File: config.mk
export PLATFORM = sky130hd
export DESIGN_NAME = base_digit_dominance_counter
export DESIGN_NICKNAME = d
export VERILOG_FILES = /design/src/hdl/bddc_pkg.sv /design/src/hdl/bddc_datapath.sv /design/src/hdl/bddc_ctrl.sv /design/src/hdl/base_digit_dominance_counter.sv
export SDC_FILE = /design/constraint.sdc
export NUM_CORES = 2
export LEC_CHECK = 0
export BUFFER_PORTS_ARGS = -buffer_cell sky130_fd_sc_hd__buf_4
export CORE_UTILIZATION = 55
export DETAILED_ROUTE_END_ITERATION = 6
export PLACE_DENSITY = 0.76
export SLEW_MARGIN = 20
export SYNTH_ARGS = -nofsm -noshare
export SYNTH_HDL_FRONTEND = slang
export SYNTH_HIERARCHICAL = 1
export SYNTH_SLANG_ARGS = --single-unit
File: constraint.sdc
create_clock -name clk -period 10.6 [get_ports clk]
set_clock_uncertainty 0.2 [all_clocks]
set_input_delay 1.06 -clock clk [delete_from_list [all_inputs] [get_ports clk]]
set_output_delay 1.06 -clock clk [all_outputs]
set_load 0.02 [all_outputs]
File: src/hdl/bddc_pkg.sv
package bddc_pkg;

  typedef struct packed {
    logic load;       // take a new transaction into the working registers
    logic div_clr;    // clear remainders before a digit division
    logic div_step;   // one restoring-division bit on both values
    logic mul_lo;     // multiply against the low half of the prefix product
    logic mul_hi;     // multiply against the high half, add into the accumulator
    logic mul_bound;  // multiplicand is bound digit + 1 (else query digit)
    logic commit_f;   // running count from the accumulator, if digit in range
    logic commit_p;   // prefix product from the accumulator, handle violation
    logic capture;    // load the result registers
  } bddc_cmd_t;

  typedef struct packed {
    logic vals_zero;  // both remaining values are zero
  } bddc_status_t;

endpackage

File: src/hdl/bddc_datapath.sv
module bddc_datapath #(
  parameter int VALUE_BITS = 63,
  parameter int BASE_BITS  = 16
) (
  input  logic                      clk,
  input  logic                      rst,
  input  logic                      base_wr_en,
  input  logic [BASE_BITS-1:0]      base_wr_data,
  input  logic [VALUE_BITS-1:0]     query_value,
  input  logic [VALUE_BITS-1:0]     bound_value,
  input  bddc_pkg::bddc_cmd_t       cmd,
  output bddc_pkg::bddc_status_t    status,
  output logic [63:0]               dominated_count,
  output logic [62:0]               undominated_count,
  output logic                      query_dominated
);
  import bddc_pkg::*;

  localparam int PW = BASE_BITS + 33;

  logic [BASE_BITS-1:0]  base_r;
  logic [VALUE_BITS-1:0] rq;
  logic [VALUE_BITS-1:0] rb;
  logic [VALUE_BITS-1:0] low_val;
  logic [BASE_BITS-1:0]  rem_q;
  logic [BASE_BITS-1:0]  rem_b;
  logic [63:0]           prefix_product;
  logic [63:0]           running_count;
  logic [63:0]           acc;
  logic                  viol;

  logic [BASE_BITS:0]    rem_sh_q;
  logic [BASE_BITS:0]    rem_sh_b;
  logic                  ge_q;
  logic                  ge_b;
  logic [BASE_BITS:0]    mul_a;
  logic [31:0]           mul_b;
  logic [PW-1:0]         prod;
  logic [63:0]           prod64;
  logic                  digit_over;

  // restoring division, one quotient bit per cycle, quotient shifts into rq/rb
  assign rem_sh_q = {rem_q, rq[VALUE_BITS-1]};
  assign rem_sh_b = {rem_b, rb[VALUE_BITS-1]};
  assign ge_q     = rem_sh_q >= {1'b0, base_r};
  assign ge_b     = rem_sh_b >= {1'b0, base_r};

  assign mul_a  = cmd.mul_bound ? ({1'b0, rem_b} + (BASE_BITS+1)'(1)) : {1'b0, rem_q};
  assign mul_b  = cmd.mul_hi ? prefix_product[63:32] : prefix_product[31:0];
  assign prod   = PW'(mul_a) * PW'(mul_b);
  assign prod64 = 64'(prod);

  assign digit_over = rem_q > rem_b;

  assign status.vals_zero = (rq == '0) && (rb == '0);

  always_ff @(posedge clk) begin
    if (rst) begin
      base_r <= BASE_BITS'(2);
    end else if (base_wr_en) begin
      // radix below two behaves as two
      if (base_wr_data[BASE_BITS-1:1] == '0) begin
        base_r <= BASE_BITS'(2);
      end else begin
        base_r <= base_wr_data;
      end
    end
  end

  always_ff @(posedge clk) begin
    if (cmd.load) begin
      rq             <= query_value;
      rb             <= bound_value;
      low_val        <= (query_value < bound_value) ? query_value : bound_value;
      prefix_product <= 64'd1;
      running_count  <= 64'd1;
      viol           <= 1'b0;
    end
    if (cmd.div_clr) begin
      rem_q <= '0;
      rem_b <= '0;
    end
    if (cmd.div_step) begin
      rem_q <= ge_q ? BASE_BITS'(rem_sh_q - {1'b0, base_r}) : BASE_BITS'(rem_sh_q);
      rem_b <= ge_b ? BASE_BITS'(rem_sh_b - {1'b0, base_r}) : BASE_BITS'(rem_sh_b);
      rq    <= {rq[VALUE_BITS-2:0], ge_q};
      rb    <= {rb[VALUE_BITS-2:0], ge_b};
    end
    if (cmd.mul_lo) begin
      acc <= prod64 + (cmd.mul_bound ? 64'd0 : running_count);
    end
    if (cmd.mul_hi) begin
      acc <= acc + {prod64[31:0], 32'd0};
    end
    if (cmd.commit_f && !digit_over) begin
      running_count <= acc;
    end
    if (cmd.commit_p) begin
      prefix_product <= acc;
      if (digit_over) begin
        running_count <= acc;
        viol          <= 1'b1;
      end
    end
    if (cmd.capture) begin
      dominated_count   <= running_count;
      undominated_count <= 63'(64'(low_val) + 64'd1 - running_count);
      query_dominated   <= !viol;
    end
  end

endmodule

File: src/hdl/bddc_ctrl.sv
module bddc_ctrl #(
  parameter int VALUE_BITS = 63
) (
  input  logic                   clk,
  input  logic                   rst,
  input  logic                   in_valid,
  output logic                   in_ready,
  output logic                   out_valid,
  input  logic                   out_ready,
  input  bddc_pkg::bddc_status_t status,
  output bddc_pkg::bddc_cmd_t    cmd
);
  import bddc_pkg::*;

  localparam int CW = $clog2(VALUE_BITS);
  localparam logic [CW-1:0] LAST_BIT = CW'(VALUE_BITS - 1);

  typedef enum logic [8:0] {
    S_IDLE  = 9'b000000001,
    S_CHECK = 9'b000000010,
    S_DIV   = 9'b000000100,
    S_M1LO  = 9'b000001000,
    S_M1HI  = 9'b000010000,
    S_FUPD  = 9'b000100000,
    S_M2LO  = 9'b001000000,
    S_M2HI  = 9'b010000000,
    S_PUPD  = 9'b100000000
  } state_t;

  state_t        state;
  state_t        state_next;
  logic [CW-1:0] cnt;
  logic [CW-1:0] cnt_next;
  logic          out_valid_next;

  assign in_ready = (state == S_IDLE);

  always_comb begin
    state_next     = state;
    cnt_next       = cnt;
    out_valid_next = out_valid && !out_ready;
    cmd            = '0;
    case (state)
      S_IDLE: begin
        if (in_valid) begin
          cmd.load   = 1'b1;
          state_next = S_CHECK;
        end
      end
      S_CHECK: begin
        if (status.vals_zero) begin
          // result slot must be free before it is overwritten
          if (!out_valid || out_ready) begin
            cmd.capture    = 1'b1;
            out_valid_next = 1'b1;
            state_next     = S_IDLE;
          end
        end else begin
          cmd.div_clr = 1'b1;
          cnt_next    = '0;
          state_next  = S_DIV;
        end
      end
      S_DIV: begin
        cmd.div_step = 1'b1;
        cnt_next     = cnt + CW'(1);
        if (cnt == LAST_BIT) begin
          state_next = S_M1LO;
        end
      end
      S_M1LO: begin
        cmd.mul_lo = 1'b1;
        state_next = S_M1HI;
      end
      S_M1HI: begin
        cmd.mul_hi = 1'b1;
        state_next = S_FUPD;
      end
      S_FUPD: begin
        cmd.commit_f = 1'b1;
        state_next   = S_M2LO;
      end
      S_M2LO: begin
        cmd.mul_lo    = 1'b1;
        cmd.mul_bound = 1'b1;
        state_next    = S_M2HI;
      end
      S_M2HI: begin
        cmd.mul_hi    = 1'b1;
        cmd.mul_bound = 1'b1;
        state_next    = S_PUPD;
      end
      S_PUPD: begin
        cmd.commit_p = 1'b1;
        state_next   = S_CHECK;
      end
      default: begin
        state_next = S_IDLE;
      end
    endcase
  end

  always_ff @(posedge clk) begin
    if (rst) begin
      state     <= S_IDLE;
      cnt       <= '0;
      out_valid <= 1'b0;
    end else begin
      state     <= state_next;
      cnt       <= cnt_next;
      out_valid <= out_valid_next;
    end
  end

`ifndef SYNTH
  a_onehot_state: assert property (@(posedge clk) disable iff (rst)
    $onehot(state))
    else $error("controller state not one-hot");

  a_accept_to_check: assert property (@(posedge clk) disable iff (rst)
    (in_valid && in_ready) |=> (state == S_CHECK))
    else $error("accepted transaction did not start a walk");

  a_capture_slot_free: assert property (@(posedge clk) disable iff (rst)
    cmd.capture |-> (!out_valid || out_ready))
    else $error("result overwritten before it was taken");

  a_capture_result: assert property (@(posedge clk) disable iff (rst)
    cmd.capture |=> (out_valid && state == S_IDLE))
    else $error("capture did not present a result");

  a_div_length: assert property (@(posedge clk) disable iff (rst)
    (state == S_DIV && cnt == LAST_BIT) |=> (state == S_M1LO))
    else $error("division did not end after the last bit");
`endif

endmodule

File: src/hdl/base_digit_dominance_counter.sv
// Base digit dominance counter.
// Input channel (in_valid/in_ready) carries query_value n and bound_value m;
// output channel (out_valid/out_ready) returns dominated_count,
// undominated_count and query_dominated, one result per input transaction.
// digit_base is written with digit_base_wr_en; the user must write it only
// while the block is idle, and the block itself does not enforce this. Values
// below two act as two. Reset sets the base to 2 and empties the block.
// Operation: a transaction walks D base-p digits, D being the digit count of
// the larger of n and m. Each digit is a restoring division of both values
// by the base at one bit per cycle, then two 64-bit products built from two
// passes of one (BASE_BITS+1) x 32 multiplier. When both values are zero the
// result is captured with no digit walk.
// One transaction is in flight at a time. The result sits in an output
// register, so the next transaction is accepted while it waits; if the
// receiver stalls, a finished walk holds until the register is free.
module base_digit_dominance_counter #(
  parameter int VALUE_BITS = 63,
  parameter int BASE_BITS  = 16
) (
  input  logic                  clk,
  input  logic                  rst,
  input  logic                  digit_base_wr_en,
  input  logic [BASE_BITS-1:0]  digit_base,
  input  logic                  in_valid,
  output logic                  in_ready,
  input  logic [VALUE_BITS-1:0] query_value,
  input  logic [VALUE_BITS-1:0] bound_value,
  output logic                  out_valid,
  input  logic                  out_ready,
  output logic [63:0]           dominated_count,
  output logic [62:0]           undominated_count,
  output logic                  query_dominated
);
  import bddc_pkg::*;

  bddc_cmd_t    cmd;
  bddc_status_t status;

  bddc_ctrl #(
    .VALUE_BITS (VALUE_BITS)
  ) u_ctrl (
    .clk       (clk),
    .rst       (rst),
    .in_valid  (in_valid),
    .in_ready  (in_ready),
    .out_valid (out_valid),
    .out_ready (out_ready),
    .status    (status),
    .cmd       (cmd)
  );

  bddc_datapath #(
    .VALUE_BITS (VALUE_BITS),
    .BASE_BITS  (BASE_BITS)
  ) u_datapath (
    .clk               (clk),
    .rst               (rst),
    .base_wr_en        (digit_base_wr_en),
    .base_wr_data      (digit_base),
    .query_value       (query_value),
    .bound_value       (bound_value),
    .cmd               (cmd),
    .status            (status),
    .dominated_count   (dominated_count),
    .undominated_count (undominated_count),
    .query_dominated   (query_dominated)
  );

endmodule

==> metrics.cfg <==
[critical_path]
crit_family = adder cells
cp-startpoint = u_ctrl/state[3]$_SDFFE_PP0P_
crit_end = u_datapath/acc[63]$_DFFE_PP_
crit_required_ns = 10.75
r2r_setup_slack_ns = 0.24
path_depth = 46
reg2reg_from = u_ctrl/state[3]$_SDFFE_PP0P_
worst_setup_path_start_kind = register
end_kind = register
cp_common_cell = fa_1
critPathSlowestCell = fa_1
r2r_cells = 46
cp_max_fo = 14
max_stage_delay_ns = 0.56
arrival_ns = 10.52
criticalPathCategory = register to register
cp.buffers_inverters = 14
r2r-end = u_datapath/acc[63]$_DFFE_PP_

[global_route]
grt_first_pass_wirelength_um = 254000
grt_pass1_vias = 44000
grt_max_degree = 127
overflow = 0
antenna_found_initial = 1
grt.total_usage_pct = 33.5

[yosys]
synthFlopType = edfxtp_1
synth_top_area_share_pct = 26.6
yosys.area.top_type = edfxtp_1
synthesis.nets = 6780
syn_area_mm2 = 0.0539
syn_inst = 5740
ys_seq_area_share_pct = 30.2
synth_seq_cells = 574
async_reset_ff_share_pct = 0
yosysUniqueCellTypes = 102
post-synth-top-count-cell = inv_1
synth_commonest_cells = inv_1 (804), nand2_1 (703), edfxtp_1 (477), fa_1 (454), ha_1 (439)
netlist_top_cells_area = edfxtp_1 (27%), fa_1 (17%), ha_1 (10%)
syn_area_per_cell_um2 = 9.39
ys_warn_count = 6
synth_edf_count = 477

[clock_tree]
ctsRootBufferMaster = clkbuf_16
cts.sinks = 574
cts_made_buffers = 68
holdBufCountCts = 0
htreeDepth = 3
path_clk_slew_ns = 0.06
insertion_delay_ns = 0.64
cts_tree = built
clk_path_buf_depth = 3

[drt]
drtPass1Iterations = 7
vias = 44400
antenna_left = 0
drt-initial-drc-count = 4182
drc = 2
wl_um = 168000
viasPerCell = 5.93
wl_per_cell_um = 22.5

[place]
hpwl_um = 132000
gp_congestion = 1.02
portBuffers = 276

[timing]
slew_headroom_pct = 22.2
max_freq_mhz = 96.5
finalSetupViolations = 0
slew_viol_final = 0
hold_violations = 0
worst_slew_pin_slew_ns = 1.15
fin_hold_ws_ns = 0.228
period_minus_slack_ns = 10.36
fin_crit_sh_pct = 97.8

[cells_and_area]
utilization_pct = 64.3
final_net_count = 7196
layout-drive-gt1-share_pct = 15.3
fillCellCount = 7826
area_growth_pct = 15.6

[floorplanning]
io-pin-count = 277
die_area_mm2 = 0.0992
die_h_um = 315
start_util_pct = 55.6
coreArea_mm2 = 0.0969
die_w_um = 315
std_cell_rows = 114

[outcome]
failed_checks = design-rule violations
status = finished with violations

[worst_hold_path]
hold_class = register to register

[flow_run]
cap_violations = 0

-- flip-flops by register name, indices dropped and copies added (netlist names), 63 cells and up --
name,flops
u_datapath/rb,63
u_datapath/dominated_count,64
u_datapath/undominated_count,63
u_datapath/prefix_product,64
u_datapath/running_count,64
u_datapath/rq,63
u_datapath/acc,64
u_datapath/low_val,63
-- worst reg2reg max path, delay by kind of cell (launching register included) --
| kind | cells | cell delay, ns |
|---|---|---|
| muxes | 1 | 0.09 |
| AOI/OAI and AO/OA | 14 | 2.71 |
| buffers and inverters | 14 | 1.70 |
| adders and majority gates | 8 | 3.80 |
| DFF | 1 | 0.36 |
| and+or+nand+nor | 8 | 1.09 |
| xor gates and xnor gates | 1 | 0.16 |
-- worst min path at each step --
stage | from | endpoint | slack (ns) | cells past startpoint
final | u_datapath/running_count[13]$_DFF_P_ | u_datapath/dominated_count[13]$_DFFE_PP_ | 0.23 | 0
after global routing | u_datapath/running_count[13]$_DFF_P_ | u_datapath/dominated_count[13]$_DFFE_PP_ | 0.23 | 0
after CTS | u_datapath/running_count[13]$_DFF_P_ | u_datapath/dominated_count[13]$_DFFE_PP_ | 0.23 | 0
after detailed placement | u_datapath/running_count[13]$_DFF_P_ | u_datapath/dominated_count[13]$_DFFE_PP_ | 0.21 | 0
after global placement | u_datapath/running_count[13]$_DFF_P_ | u_datapath/dominated_count[13]$_DFFE_PP_ | 0.21 | 0
after floorplan | u_datapath/running_count[10]$_DFF_P_ | u_datapath/dominated_count[10]$_DFFE_PP_ | 0.21 | 0
-- area by class of cell --
| type | instances | area, um^2 | area share (%) |
|---|---|---|---|
| clock inverters | 36 | 438 | 0.703 |
| multi-input cells | 4106 | 34200 | 54.9 |
| diodes | 2 | 5.00 | 0.00803 |
| repair buffers | 602 | 4890 | 7.84 |
| flip-flops and latches | 574 | 16300 | 26.1 |
| clock buffers | 85 | 1850 | 2.97 |
| well taps | 1276 | 1600 | 2.56 |
| inverters | 804 | 3020 | 4.85 |
-- per-stage QoR --
stage	cells	setup TNS, ns	worst slack [ns]	instance area (um^2)
after detailed placement	7284	-0.0209	-0.0209	58700
after global routing	7483	-0.210	-0.0581	62300
after global placement	7284	0	0.153	58700
after floorplan	5740	0	0.0510	53900
final	7485	0	0.236	62300
after CTS	7405	0	0.0179	61000
-- timing repair --
item	CTS	global route
gates cloned	0	10
pin swaps	0	51
setup buffers	0	67
endpoints found under the setup margin	6	26
resized for setup	2	127
-- kinds of logic after synthesis --
group | count (synthesis) | share of synthesized area [%]
XOR/XNOR | 221 | 3.59
AO/OA/AOI/OAI | 903 | 11.2
flip-flops | 574 | 30.2
AND/OR/NAND/NOR | 1871 | 16.1
buffers and inverters | 1061 | 7.51
multiplexers | 217 | 4.40
adder cells (fa/ha/maj) | 893 | 27.1
-- layer usage --
layer	up-vias	wire length (um)	global-route usage [%]	share of wire (%)
met4	0	9360	15.7	5.6
met3	403	13800	6.10	8.2
li1	20300	-	-	-
met2	2008	79300	54.9	47
met5	-	0	0	0
met1	21700	66000	42.8	39
-- placed cells by master (no fill, tap or decap), types with 11 or more instances in the layout --
cell type,netlist,layout
clkbuf_1,224,11
clkbuf_16,0,78
ha_1,439,433
nor2_1,406,391
nand2b_1,43,43
nor3_1,46,43
xnor2_1,146,142
mux2_2,98,83
and2_1,111,111
buf_6,3,11
inv_1,804,802
nor4_1,48,44
edfxtp_1,477,477
dfxtp_1,97,91
xor2_1,75,75
o21ai_1,15,15
nor2b_1,45,43
mux2_1,60,60
and3_1,98,93
o211ai_1,17,17
a31oi_1,29,27
a21oi_2,0,13
mux2i_1,58,55
mux2_4,0,15
o21ai_0,172,169
nand2_1,703,702
fa_1,454,447
a21o_1,146,143
or3_1,12,11
nand4_1,56,56
buf_12,0,12
o31ai_1,23,23
o21a_1,37,37
buf_4,3,568
a211oi_1,27,24
o21bai_1,31,31
o311ai_0,63,63
nand3_1,253,252
a21oi_1,234,214
Power is not shown: default switching activity piles up to over one toggle a cycle in this logic, so the estimate is an artifact.
